$ cat config.mk
export PLATFORM = sky130hd
export DESIGN_NAME = date_add_days_stepper
export DESIGN_NICKNAME = d
export VERILOG_FILES = /design/src/rtl/core/dads_pkg.sv /design/src/rtl/core/date_add_days_stepper.sv /design/src/rtl/core/dads_step.sv
export SDC_FILE = /design/constraint.sdc
export NUM_CORES = 1
export LEC_CHECK = 0
export ABC_AREA = 1
export BUFFER_PORTS_ARGS = -buffer_cell sky130_fd_sc_hd__buf_2
export CAP_MARGIN = 20
export CORE_MARGIN = 3
export CORE_UTILIZATION = 54
export CTS_BUF_LIST = sky130_fd_sc_hd__clkbuf_8
export DETAILED_ROUTE_END_ITERATION = 6
export PLACE_DENSITY = 0.79
export SLEW_MARGIN = 5
export SYNTH_ARGS = -nofsm -noshare
export SYNTH_HDL_FRONTEND = slang
export SYNTH_SLANG_ARGS = --single-unit
$ cat constraint.sdc
create_clock -name clk -period 4.6 [get_ports clk]
set_input_delay 0.46 -clock clk [delete_from_list [all_inputs] [get_ports clk]]
set_output_delay 0.46 -clock clk [all_outputs]
set_load 0.05 [all_outputs]
$ cat src/rtl/core/dads_pkg.sv
// Shared types, constants and calendar helpers for the date stepper.
// No dependencies; imported by dads_step and date_add_days_stepper.
package dads_pkg;

  localparam int TEXT_BITS      = 48;
  localparam int COUNT_FLD_BITS = 12;
  localparam int IN_TDATA_BITS  = 64;
  localparam int COUNT_BITS_DEF = 12;

  // High nibble of every ASCII digit
  localparam logic [3:0] ASCII_DIGIT_HI = 4'h3;

  localparam logic [3:0] MONTH_FEB = 4'd2;
  localparam logic [3:0] MONTH_DEC = 4'd12;
  localparam logic [6:0] YEAR_LAST = 7'd99;

  // Binary working date
  typedef struct packed {
    logic [6:0] yy;
    logic [3:0] mm;
    logic [5:0] dd;
  } date_t;

  // Days in a month; leap selects 29 for February
  function automatic logic [5:0] month_len(input logic [3:0] mm, input logic leap);
    logic [5:0] len;
    unique case (mm)
      4'd2:                   len = leap ? 6'd29 : 6'd28;
      4'd4, 4'd6, 4'd9, 4'd11: len = 6'd30;
      default:                len = 6'd31;
    endcase
    return len;
  endfunction

  // Binary 0..99 to two ASCII digits; tens by reciprocal multiply
  function automatic logic [15:0] to_ascii2(input logic [6:0] v);
    logic [13:0] prod;
    logic [3:0]  tens;
    logic [6:0]  units;
    prod  = 14'(v) * 14'd103;
    tens  = prod[13:10];
    units = v - 7'(tens) * 7'd10;
    return {ASCII_DIGIT_HI, tens, ASCII_DIGIT_HI, units[3:0]};
  endfunction

endpackage

$ cat src/rtl/core/date_add_days_stepper.sv
// Top level of the date stepper: input word capture, date check, step sequencer, output register.
// Depends on dads_pkg and dads_step.
//
// Takes an ASCII date YYMMDD and a day count, checks the date and adds the count one day per
// clock through a single shared step unit. An input word is taken only when the sequencer is
// idle; it then passes through the check state, the step state for the day_count days and the
// done state, which formats the result into the output register once that register is free, so
// no new word is taken while a date is still being stepped. An invalid date skips the steps and
// is echoed with date_ok low. The next word is accepted as soon as the result is in the output
// register, even if it has not been taken yet.
module date_add_days_stepper #(
  parameter int COUNT_BITS = dads_pkg::COUNT_BITS_DEF
) (
  input  logic        clk,
  input  logic        rst_n,
  input  logic        in_tvalid,
  output logic        in_tready,
  input  logic [63:0] in_tdata,   // [47:0] date_text, [59:48] day_count, [63:60] zero
  output logic        out_tvalid,
  input  logic        out_tready,
  output logic [47:0] out_tdata,  // [47:0] result_text
  output logic [0:0]  out_tuser   // [0] date_ok
);
  import dads_pkg::*;

  localparam logic [1:0] ST_IDLE  = 2'd0;
  localparam logic [1:0] ST_CHECK = 2'd1;
  localparam logic [1:0] ST_STEP  = 2'd2;
  localparam logic [1:0] ST_DONE  = 2'd3;

  logic [1:0]            state_r, state_nxt;
  logic [TEXT_BITS-1:0]  text_r;
  logic [COUNT_BITS-1:0] cnt_r;
  date_t                 date_r;
  date_t                 date_step;
  logic                  ok_r;
  logic                  out_valid_r;
  logic [TEXT_BITS-1:0]  out_text_r;
  logic                  out_ok_r;

  logic [3:0] dig [6];
  logic       all_digits;
  logic [6:0] yy_bin, mm_bin, dd_bin;
  logic       date_valid;
  logic       out_free;

  // Split text into digits and check that each byte is an ASCII digit
  always_comb begin
    all_digits = 1'b1;
    for (int i = 0; i < 6; i++) begin
      dig[i] = text_r[8*(5-i) +: 4];
      if (text_r[8*(5-i)+4 +: 4] != ASCII_DIGIT_HI || text_r[8*(5-i) +: 4] > 4'd9) begin
        all_digits = 1'b0;
      end
    end
  end

  assign yy_bin     = 7'(dig[0]) * 7'd10 + 7'(dig[1]);
  assign mm_bin     = 7'(dig[2]) * 7'd10 + 7'(dig[3]);
  assign dd_bin     = 7'(dig[4]) * 7'd10 + 7'(dig[5]);
  assign date_valid = all_digits && (mm_bin >= 7'd1) && (mm_bin <= 7'd12) &&
                      (dd_bin >= 7'd1) && (dd_bin <= 7'd31);

  // Shared one-day step unit
  dads_step u_step (
    .cur (date_r),
    .nxt (date_step)
  );

  assign out_free = !out_valid_r || out_tready;

  // Sequencer next state
  always_comb begin
    state_nxt = state_r;
    unique case (state_r)
      ST_IDLE:  if (in_tvalid) state_nxt = ST_CHECK;
      ST_CHECK: state_nxt = date_valid ? ST_STEP : ST_DONE;
      ST_STEP:  if (cnt_r == '0) state_nxt = ST_DONE;
      ST_DONE:  if (out_free) state_nxt = ST_IDLE;
      default:  state_nxt = ST_IDLE;
    endcase
  end

  always_ff @(posedge clk) begin
    if (!rst_n) begin
      state_r <= ST_IDLE;
    end else begin
      state_r <= state_nxt;
    end
  end

  // Capture input word, load date, advance one day per cycle
  always_ff @(posedge clk) begin
    unique case (state_r)
      ST_IDLE: begin
        if (in_tvalid) begin
          text_r <= in_tdata[TEXT_BITS-1:0];
          cnt_r  <= COUNT_BITS'(in_tdata[TEXT_BITS +: COUNT_FLD_BITS]);
        end
      end
      ST_CHECK: begin
        ok_r      <= date_valid;
        date_r.yy <= yy_bin;
        date_r.mm <= mm_bin[3:0];
        date_r.dd <= dd_bin[5:0];
      end
      ST_STEP: begin
        if (cnt_r != '0) begin
          date_r <= date_step;
          cnt_r  <= cnt_r - COUNT_BITS'(1);
        end
      end
      default: ;
    endcase
  end

  // Output register valid
  always_ff @(posedge clk) begin
    if (!rst_n) begin
      out_valid_r <= 1'b0;
    end else if (state_r == ST_DONE && out_free) begin
      out_valid_r <= 1'b1;
    end else if (out_tready) begin
      out_valid_r <= 1'b0;
    end
  end

  // Format result or echo input
  always_ff @(posedge clk) begin
    if (state_r == ST_DONE && out_free) begin
      out_ok_r   <= ok_r;
      out_text_r <= ok_r ? {to_ascii2(date_r.yy), to_ascii2(7'(date_r.mm)),
                            to_ascii2(7'(date_r.dd))} : text_r;
    end
  end

  assign in_tready  = (state_r == ST_IDLE);
  assign out_tvalid = out_valid_r;
  assign out_tdata  = out_text_r;
  assign out_tuser  = out_ok_r;

  // Month stays in range while stepping
  a_month_range: assert property (@(posedge clk) disable iff (!rst_n)
    state_r == ST_STEP |-> (date_r.mm >= 4'd1) && (date_r.mm <= 4'd12))
    else $error("month out of range while stepping");

  // Exhausted count hands over to formatting
  a_step_end: assert property (@(posedge clk) disable iff (!rst_n)
    state_r == ST_STEP && cnt_r == '0 |=> state_r == ST_DONE)
    else $error("step loop did not finish on zero count");

  // A checked date always leaves as ASCII digits
  a_ok_digits: assert property (@(posedge clk) disable iff (!rst_n)
    out_tvalid && out_tuser[0] |->
      out_tdata[47:44] == ASCII_DIGIT_HI && out_tdata[39:36] == ASCII_DIGIT_HI &&
      out_tdata[31:28] == ASCII_DIGIT_HI && out_tdata[23:20] == ASCII_DIGIT_HI &&
      out_tdata[15:12] == ASCII_DIGIT_HI && out_tdata[7:4] == ASCII_DIGIT_HI)
    else $error("valid date result holds a non-digit");

endmodule

$ cat src/rtl/core/dads_step.sv
// Single-day date step unit: advances a binary date by one day.
// Depends on dads_pkg (date_t, month_len).
module dads_step (
  input  dads_pkg::date_t cur,
  output dads_pkg::date_t nxt
);
  import dads_pkg::*;

  logic       leap;
  logic [5:0] lim;
  logic [5:0] dd_inc;

  // Month length for the current month and year
  assign leap   = (cur.yy[1:0] == 2'd0) && (cur.yy != 7'd0);
  assign lim    = month_len(cur.mm, leap && (cur.mm == MONTH_FEB));
  assign dd_inc = cur.dd + 6'd1;

  // Roll day into month and month into year
  always_comb begin
    nxt = cur;
    if (dd_inc > lim) begin
      nxt.dd = 6'd1;
      if (cur.mm == MONTH_DEC) begin
        nxt.mm = 4'd1;
        nxt.yy = (cur.yy == YEAR_LAST) ? 7'd0 : cur.yy + 7'd1;
      end else begin
        nxt.mm = cur.mm + 4'd1;
      end
    end else begin
      nxt.dd = dd_inc;
    end
  end

endmodule
After elaboration in Yosys (flattened, before gate mapping)
Cells that the tools add are included.
Operators by class
  shifts and indexed selects: 0
  reductions and logical operators: 30
  add/sub/neg operators: 10
  equal/unequal tests: 22
  muxes and demuxes: 26
  $mul: 9
  div/mod/pow operators: 0
  bitwise logic cells: 0
  magnitude comparators: 11
Operator list (number)
  $mux W44: 1
  $pmux W17 S2: 1
  $gt A4 B4 Y1 const B: 6
  $mux W12: 2
  $ne A4 B2 Y1 const B: 6
  $pmux W12 S2: 1
  $add A7 B4 Y7: 3
  $mul A4 B3 Y6 const B: 3
  $mux W17: 1
  $ge A7 B1 Y1 const B: 2
  $mul A7 B7 Y14 const B: 1
  $mux W7: 2
  $mul A6 B7 Y13 const B: 1
  $eq A4 B4 Y1 const B: 3
  $logic_not A12 Y1: 1
  $pmux W6 S2: 1
  $reduce_bool A12 Y1: 1
  $sub A12 B1 Y12 const B: 1
  $sub A4 B4 Y4: 3
  $mul A4 B7 Y11 const B: 1
  $mux W11: 1
  $mux W1: 10
  $reduce_and A3 Y1: 3
  $eq A4 B3 Y1 const B: 2
  28 further kinds: 51
Word-level totals
  word-level logic and storage cells: 119
  memories kept: 0
  latch bits: 0
  memory bits (read-only): 0
  register bits: 130
  output and inout bits: 51
  input port bits: 68
  memory bits (writable): 0

Logic depth before layout (Yosys ltp)
Gate-level depths: netlist of the first run.
  depth after elaboration: 14
  gate-level depth with buffers: 24
  gate-level depth less buffers: 24

Cells and area by module
Synthesis of the first run repeated with hierarchy kept, for this count alone.
Unflattened totals
  cells, all modules: 938
  area, all modules: 8876.0 um^2
Modules (own cells, without submodules)
  date_add_days_stepper: area each 8127.8 um^2, sequential area each 3873.7 um^2, cells each 796, instances 1
  dads_step: area each 748.2 um^2, sequential area each 0.0 um^2, cells each 142, instances 1

Worst setup path before layout of the first run
OpenSTA, ideal clock, no wires.
  path type: register to register
  start point: register date_r[15] in the netlist's numbering
  end point: register out_text_r[35] (netlist: out_tdata[35]), data pin
  buffers on the path: 0
  required time: 4.346 ns
  slack: 0.232 ns
  stages on the path, launching flop included: 23
  data arrival time: 4.114 ns
  cell sequence: edfxtp_1 inv_1 ha_1 fa_1 inv_1 fa_1 ha_1 ha_1 a21oi_1 nor2_1 nor2_1 nand2_1 xor2_2 inv_2 ha_1 inv_1 fa_1 xnor2_1 nand3b_1 nand2_1 nand2_1 nand3_1 nand2_1
Between the ends
  longest elaborated chain between the ends: 4
RTL lines
  from (decl): RTL line date_add_days_stepper.sv:34  | date_t date_r;
  from (signal assigned): RTL line date_add_days_stepper.sv:109  | date_r <= date_step;
  $mul A7 B7 Y14: RTL line dads_pkg.sv:40  | prod = 14'(v) * 14'd103;
  $mul A4 B3 Y3: RTL line dads_pkg.sv:42  | units = v - 7'(tens) * 7'd10;
  $sub A4 B4 Y4: RTL line dads_pkg.sv:42
  $mux W44: RTL line date_add_days_stepper.sv:132  | out_text_r <= ok_r ? {to_ascii2(date_r.yy), to_ascii2(7'(date_r.mm)),
  to (signal assigned): RTL line date_add_days_stepper.sv:132
  to (decl): RTL line date_add_days_stepper.sv:38  | logic [TEXT_BITS-1:0] out_text_r;
Every way passes these cells.
A chain may end at the register's enable or synchronous reset.

Final worst setup path of the first run
  start point: register date_r[12] in the netlist's numbering
  end point: register out_text_r[35] (netlist: out_tdata[35]), data pin
Between the ends
  longest elaborated chain between the ends: 4
RTL lines (RTL line)
  $mul A7 B7 Y14: dads_pkg.sv:40
  $mul A4 B3 Y3: dads_pkg.sv:42
  $sub A4 B4 Y4 *: dads_pkg.sv:42
  $mux W44 *: date_add_days_stepper.sv:132
Every way passes the cells marked *; elsewhere a longest branch is shown, timed or not.

==> results of run 1 <==
[logic make-up after synthesis]
kind of cell             count (synthesis)  synth area share
AND/OR/NAND/NOR                        287             0.149
XOR/XNOR                                33            0.0353
buffers and inverters                  139            0.0623
adder cells (fa/ha/maj)                137             0.227
flip-flops                             130             0.462
AO/OA/AOI/OAI                           98            0.0653
[layer usage]
metal  vias up  track usage  part of all wire
li1       3040            -                 -
met1      2884        0.274              0.42
met2       189        0.359              0.50
met3        21       0.0528             0.063
met4         0       0.0659             0.015
met5         -            0                 0
[state kept, by name (all words and copies together), names as in the netlist]
register and flops:
cnt_r 12, date_r 17, ok_r 1, out_tdata 48
out_tuser 1, out_tvalid 1, state_r 2, text_r 48
[final cells by class]
cell class                 instances  area share
clock buffer                      17      0.0241
sequential                       130       0.399
timing repair buffer             129      0.0704
multi-input combinational        555       0.421
tap                              184      0.0237
clock inverter                    15      0.0124
inverter                         127      0.0491
[critical path: stages (launching register included)]
cell,delay [ps]
edfxtp_1,410
buf_4,170
inv_1,50
ha_1,260
fa_1,470
fa_1,440
ha_1,300
ha_1,350
nand2_1,100
nand2_1,60
nor2_1,100
nand2_1,90
xor2_2,170
inv_2,70
ha_1,150
inv_1,50
fa_2,330
xnor2_1,150
nand3b_1,180
nand2_1,80
nand2_1,50
nand3_1,70
nand2_1,60
[cell usage after synthesis, drive strengths merged (8+ instances only)]
library cell	number	share of area
clkbuf	11	0.0049
xnor2	12	0.013
o21ai	43	0.026
or2	16	0.012
ha	112	0.17
nor2	68	0.031
nand3	30	0.018
a31oi	8	0.0060
edfxtp	127	0.45
o22ai	11	0.0082
fa	25	0.060
a21oi	26	0.016
xor2	21	0.023
nand2	149	0.067
inv	126	0.056
nand4	9	0.0067
[stage by stage]
stage	setup TNS (ps)	cell area, um^2	hold slack [ps]	setup WS, ps
CTS	0	9600	156	49.0
finish	0	9710	178	178
global route	-38.7	9710	151	-38.7
detailed placement	0	9250	514	74.3
floorplan	0	8390	424	232
global placement	0	9250	504	137
[worst min path at each step]
stage | startpoint | endpoint | slack, ps | depth (start not counted)
finish | in_tdata[27] | text_r[27] | 180 | 1
detailed placement | state_r[0] | state_r[0] | 510 | 2
global placement | state_r[0] | state_r[0] | 500 | 2
floorplan | ok_r | out_tuser | 420 | 0
CTS | in_tdata[21] | text_r[21] | 160 | 1
global route | in_tdata[27] | text_r[27] | 150 | 1
[repair_timing]
item,4_1_cts,5_1_grt
setup buffers,0,3
endpoints found under the setup margin,0,1
gates resized for setup,0,16
==> metrics.yaml, run 1 <==
timing:
  drv_slew: 0
  slew_headroom: 0.345
  skew_ps: 10.2
  max_clock_freq_mhz: 226
  hold_viol_final: 0
  period_share: 0.961
  tightest_slew_ps: 978
  layout_min_cycle_time_ps: 4420
  final-setup-viol-count: 0
finish:
  fin_nets: 1165
  nFillCells: 1188
  syn2layout_area_growth_pct: 15.7
  final_cell_mix: "nand2_1 (147), edfxtp_1 (127), inv_1 (118)"
  antenna_cells: 0
  multi_input_area_um2: 4090
  seq_area_um2: 3870
  final_cells: 1157
  post-route-util: 0.653
  final_common_cell: "nand2_1"
  drive_above_1_share: 0.211
worst_setup_path:
  critPathLaunch: "date_r[12]"
  rr_startpoint: "date_r[12]"
  reg2reg_slack_ps: 180
  worstPathMaxFanout: 3
  worst-setup-path-type: "register to register"
  rr_endpoint: "out_tdata[35]"
  endpoint_kind: "register"
  worstPathArrival_ps: 4630
  required_ps: 4810
  start_kind: "register"
  rr_worst_depth: 22
  worstSetupEndpoint: "out_tdata[35]"
synthesis:
  syn_nets: 1029
  synth_seq_cells: 130
  synth_cell_types: 39
  netlist_area_um2: 8390
  yosysWarnings: 0
  synth-edff-count: 127
  synthFlopType: "edfxtp_1"
  ys_seq_area_frac: 0.462
  synth_async_sr_flop_share: 0
  syn_avg_cell_area_um2: 10.2
  syn_inst: 824
clock_network:
  cts_root_buf: "clkbuf_8"
  cts_hold_buf: 0
  cts.path.max_buffers: 2
  cts.clk_slew.worst_paths_ps: 80
  clock_sinks: 130
  h-tree-depth: 4
  numCtsBuffers: 17
  insertion_delay_ps: 450
  cts_tree: "done"
drt:
  drt-total-wl_mm: 17.6
  ant_nets: 0
  post_drt_wl_per_cell_um: 15.2
  first_iter_violations: 479
  drcViolationCount: 0
  dr.pass1.iters: 5
  via_per_inst: 5.30
  num_vias: 6134
run_status:
  outcome: "completed"
place:
  dp_cells: 1122
  port_buffers: 114
  place.gp.congestion: 0.901
  hpwl_mm: 13.4
floorplan:
  core_region_area_um2: 14900
  initial_core_util: 0.564
  die-height_um: 131
  io_pins: 119
  rows: 44
  die_width_um: 131
  die_area_um2: 17100
run:
  cap_violations: 0
global_routing:
  grt_pass1_vias: 6074
  grt_max_degree: 49
  antenna_found_initial: 0
  overflow: 0
  grt_first_pass_wirelength_mm: 28.1
  grt_use_total: 0.213
worst_hold_path:
  min_path_type: "primary input to register"
Power of run 1 is not shown: default switching activity piles up to over one toggle a cycle in this logic, so the estimate is an artifact.
==> run 2: changes to the inputs <==
--- a/config.mk
+++ b/config.mk
@@ -9,10 +9,11 @@
 export BUFFER_PORTS_ARGS = -buffer_cell sky130_fd_sc_hd__buf_2
 export CAP_MARGIN = 20
 export CORE_MARGIN = 3
-export CORE_UTILIZATION = 54
+export CORE_UTILIZATION = 55
 export CTS_BUF_LIST = sky130_fd_sc_hd__clkbuf_8
+export CTS_CLUSTER_SIZE = 20
 export DETAILED_ROUTE_END_ITERATION = 6
-export PLACE_DENSITY = 0.79
+export PLACE_DENSITY = 0.77
 export SLEW_MARGIN = 5
 export SYNTH_ARGS = -nofsm -noshare
 export SYNTH_HDL_FRONTEND = slang
==> constraint.sdc (replaced) <==
create_clock -name clk -period 5.7 [get_ports clk]
set_input_delay 0.57 -clock clk [delete_from_list [all_inputs] [get_ports clk]]
set_output_delay 0.57 -clock clk [all_outputs]
set_load 0.05 [all_outputs]
==> run 2 against run 1 <==
  * Clock skew is 3.5 ps lower
  * Via count is 1.8% lower
  * First-iteration DRC count is 22% lower
==> metrics.yaml, run 2 (synthesized netlist as in run 1, its figures left out) <==
worst_setup_path:
  worstPathArrival_ps: 5000  # +370 ps
  worstPathMaxFanout: 6  # +3
  required_ps: 5900  # +1090 ps
  endpoint_kind: "register"
  worst-setup-path-type: "register to register"
  start_kind: "register"
clock_network:
  numCtsBuffers: 17  # unchanged
  post-cts-setup-buffers: 0  # unchanged
  cts.path.max_buffers: 2  # unchanged
  cts_tree: "done"
  cts_hold_buf: 0  # unchanged
  cts.clk_slew.worst_paths_ps: 80  # about the same
  cts_resized: 0  # unchanged
  insertion_delay_ps: 440  # about the same
  cts_root_buf: "clkbuf_8"
  h-tree-depth: 4  # unchanged
  clock_sinks: 130  # unchanged
run_status:
  outcome: "completed"
finish:
  syn2layout_area_growth_pct: 14.0
  final_cell_mix: "nand2_1 (149), edfxtp_1 (127), inv_1 (122)"
  drive_above_1_share: 0.187  # -0.0236
  antenna_cells: 0  # unchanged
  fin_nets: 1154  # -0.94%
  seq_area_um2: 3870  # unchanged
  multi_input_area_um2: 4000  # -2.1%
  final_common_cell: "nand2_1"
  nFillCells: 1165  # -1.9%
global_routing:
  overflow: 0  # unchanged
  antenna_found_initial: 0  # unchanged
  grt_first_pass_wirelength_mm: 27.2  # -3.3%
  grt_use_total: 0.208  # -0.00514
  grt_pass1_vias: 5852  # -3.7%
  grt_max_degree: 50  # +2.0%
floorplan:
  die_area_um2: 16800  # -1.7%
  core_region_area_um2: 14800  # -0.74%
  initial_core_util: 0.569  # +0.00421
  die-height_um: 130  # -0.87%
  die_width_um: 130  # -0.87%
  io_pins: 119  # unchanged
  rows: 44  # unchanged
place:
  port_buffers: 114  # unchanged
  place.gp.congestion: 0.873  # -3.2%
  hpwl_mm: 13.0  # -3.3%
timing:
  max_clock_freq_mhz: 208  # -7.9%
  final-setup-viol-count: 0  # unchanged
  drv_slew: 0  # unchanged
  fin_setup_tns_ps: 0  # unchanged
  skew_ps: 6.68  # -3.52 ps
  slew_headroom: 0.319  # -0.0265
  period_share: 0.842  # -0.119
  rsz0062_at_grt: "false"
  tightest_slew_ps: 1020  # +39.6 ps
  layout_min_cycle_time_ps: 4800  # +380 ps
  hold_viol_final: 0  # unchanged
run:
  cap_violations: 0  # unchanged
worst_hold_path:
  min_path_type: "primary input to register"
drt:
  post_drt_wl_per_cell_um: 14.8  # -2.8%
  ant_nets: 0  # unchanged
  drt-total-wl_mm: 17.0  # -3.8%
  num_vias: 6026  # -1.8%
  first_iter_violations: 375  # -22%
  via_per_inst: 5.26  # -0.82%
  drcViolationCount: 0  # unchanged
  dr.pass1.iters: 6  # +1
[run 2: per-layer routing]
layer  vias up  share of wire  global-route usage
li1       3022              -                   -
met1      2801           0.43               0.270
met2       179           0.50               0.352
met3        24          0.059              0.0495
met4         0          0.014              0.0593
met5         -              0                   0
[run 2: final cells by class]
| cell class | count | area share |
|---|---|---|
| multi-input cells | 555 | 0.418 |
| clock inverters | 15 | 0.0156 |
| well taps | 184 | 0.0241 |
| flip-flops and latches | 130 | 0.405 |
| inverters | 127 | 0.0498 |
| repair buffers | 118 | 0.0628 |
| clock buffers | 17 | 0.0245 |
[run 2: worst max-delay path, stage by stage, from the launching register on]
cell and delay [ps]:
edfxtp_1 500, inv_1 160, ha_1 360, fa_1 550, inv_1 50, fa_1 450, ha_1 310, ha_1 330
a21oi_1 180, nor2_1 60, nor2_1 80, nand2_1 90, xor2_2 180, inv_2 80, ha_1 140, inv_1 50
fa_1 370, xnor2_1 230, nand3b_1 170, nand3_1 80, nand3_1 80, nand2_1 60
[run 2: path summary, 6_finish.rpt]
path | cells past startpoint | to | from | slack [ps]
setup / recovery | 21 | out_tdata[35] | date_r[15] | 900
hold / removal | 1 | text_r[40] | in_tdata[40] | 300
setup reg to reg | 21 | out_tdata[35] | date_r[15] | 900
hold reg to reg | 2 | state_r[0] | state_r[0] | 530
[run 2: stage by stage]
step	setup slack [ps]	utilization	cell area [um^2]	instances	hold slack, ps
floorplan	1330	-	8390	824	424
global placement	1070	0.623	9190	1114	507
detailed placement	965	0.623	9190	1114	514
CTS	941	0.648	9570	1146	272
global route	648	0.648	9570	1146	256
finish	898	0.648	9570	1146	295
Power of run 2 is left out for the same reason.
==> run 3: changes to the inputs <==
==> constraint.sdc (replaced) <==
create_clock -name clk -period 4.9 [get_ports clk]
set_input_delay 0.49 -clock clk [delete_from_list [all_inputs] [get_ports clk]]
set_output_delay 0.49 -clock clk [all_outputs]
set_load 0.05 [all_outputs]
==> run 3 against run 2 <==
  * Maximum frequency is 4.4% higher
  * Die area stayed put
  * Worst hold slack worse by 90 ps
  * Clock-buffer cell count stayed put
  * Core utilization is 0.27 points higher
  * Via count stayed put
  * First-iteration DRC count is 3.7% lower
  * Cell count is 0.35% higher
  * Flip-flop and latch count stayed put
  * Global-route usage is 0.069 points lower
==> metrics.yaml, run 3 (synthesized netlist as in run 1, its figures left out) <==
clock_network:
  clock_sinks: 130  # unchanged
  h-tree-depth: 4  # unchanged
  cts_resized: 0  # unchanged
  numCtsBuffers: 17  # unchanged
  insertion_delay_ps: 450  # about the same
  cts.clk_slew.worst_paths_ps: 90  # about the same
  cts_root_buf: "clkbuf_8"
  cts_tree: "done"
  cts.path.max_buffers: 2  # unchanged
worst_setup_path:
  cpLargestDelayFamily: "adder cells"
  max_stage_delay_ps: 540  # about the same
  crit_slowest_cell: "fa_1"
  worstPathArrival_ps: 4800  # -200 ps
  path_cells: "ha_1 > fa_1 > inv_1 > fa_1 > ha_1 > ha_1 > a21oi_1 > nor2_1 > nor2_1 > nand2_1 > xor2_2 > inv_2 > ha_1 > inv_1 > fa_1 > xnor2_1 > nand3b_1 > nand3_1 > nand3_1 > nand2_1"
  required_ps: 5110  # -790 ps
  rr_worst_depth: 20  # -4.8%
  endpoint_kind: "register"
  worst-setup-path-type: "register to register"
  start_kind: "register"
  worstPathMaxFanout: 6  # unchanged
  path_buf_inv: 3  # -1
  cp_num_cells: 20  # -4.8%
  cpMostUsedCell: "ha_1"
timing:
  final-setup-viol-count: 0  # unchanged
  period_share: 0.938  # +0.0960
  slew_headroom: 0.320  # +0.000893
  rsz0062_at_grt: "false"
  tightest_slew_ps: 1020  # -1.33 ps
  skew_ps: 15.6  # +8.94 ps
  layout_min_cycle_time_ps: 4600  # -204 ps
  hold_viol_final: 0  # unchanged
  fin_setup_tns_ps: 0  # unchanged
  drv_slew: 0  # unchanged
  max_clock_freq_mhz: 217  # +4.4%
finish:
  multi_input_area_um2: 4000  # unchanged
  antenna_cells: 0  # unchanged
  final_cell_mix: "nand2_1 (149), edfxtp_1 (127), inv_1 (121)"
  seq_area_um2: 3870  # unchanged
  nFillCells: 1176  # +0.94%
  drive_above_1_share: 0.192  # +0.00440
  final_common_cell: "nand2_1"
  syn2layout_area_growth_pct: 14.5
  fin_nets: 1158  # +0.35%
global_routing:
  grt_pass1_vias: 5748  # -1.8%
  grt_use_total: 0.207  # -0.000689
  grt_max_degree: 50  # unchanged
  grt_first_pass_wirelength_mm: 27.1  # -0.23%
  antenna_found_initial: 0  # unchanged
  overflow: 0  # unchanged
drt:
  num_vias: 6026  # unchanged
  drcViolationCount: 0  # unchanged
  first_iter_violations: 361  # -3.7%
  ant_nets: 0  # unchanged
  via_per_inst: 5.24  # -0.35%
  post_drt_wl_per_cell_um: 14.5  # -1.8%
  dr.pass1.iters: 5  # -1
  drt-total-wl_mm: 16.7  # -1.5%
place:
  port_buffers: 114  # unchanged
  hpwl_mm: 12.6  # -3.2%
  place.gp.congestion: 0.874  # +0.14%
floorplan:
  core_region_area_um2: 14800  # unchanged
  io_pins: 119  # unchanged
  die_width_um: 130  # unchanged
  rows: 44  # unchanged
  initial_core_util: 0.569  # unchanged
  die-height_um: 130  # unchanged
  die_area_um2: 16800  # unchanged
run:
  cap_violations: 0  # unchanged
run_status:
  outcome: "completed"
worst_hold_path:
  hold-path-cell-count: 1  # unchanged
  min_path_type: "primary input to register"
==> run 3: cell type report <==
cell class / count / share of cell area
Clock buffer: 17 / 0.0244
Clock inverter: 15 / 0.0165
Inverter: 127 / 0.0496
Multi-Input combinational cell: 555 / 0.417
Sequential cell: 130 / 0.403
Tap cell: 184 / 0.0240
Timing Repair Buffer: 122 / 0.0656
==> run 3: stage by stage <==
stage	util	setup slack (ps)	instance area (um^2)	instances	hold WS [ps]
6_report	0.651	302	9610	1150	205
5_1_grt	0.651	7.96	9610	1150	167
4_1_cts	0.650	267	9590	1148	165
3_5_place_dp	0.624	288	9200	1116	517
3_3_place_gp	0.624	368	9200	1116	509
2_1_floorplan	-	532	8390	824	424
==> run 3: timing repair <==
| item | in CTS | in global routing |
|---|---|---|
| endpoints found under the setup margin | 0 | 1 |
| hold buffers | 0 | 0 |
| buffers inserted | 0 | 2 |
| hold endpoints to repair | 0 | 0 |
==> run 3: path summary, 6_finish.rpt <==
path	start	to	slack, ps
hold reg to reg	state_r[0]	state_r[0]	530
setup reg to reg	date_r[16]	out_tdata[35]	300
hold / removal	in_tdata[34]	text_r[34]	200
setup / recovery	date_r[16]	out_tdata[35]	300
==> run 3: metal layers <==
layer | track usage | vias up | part of all wire
met4 | 0.0593 | 0 | 0.014
met2 | 0.349 | 174 | 0.50
met3 | 0.0491 | 21 | 0.056
met5 | 0 | - | 0
met1 | 0.270 | 2797 | 0.43
li1 | - | 3034 | -
Power of run 3 is left out for the same reason.
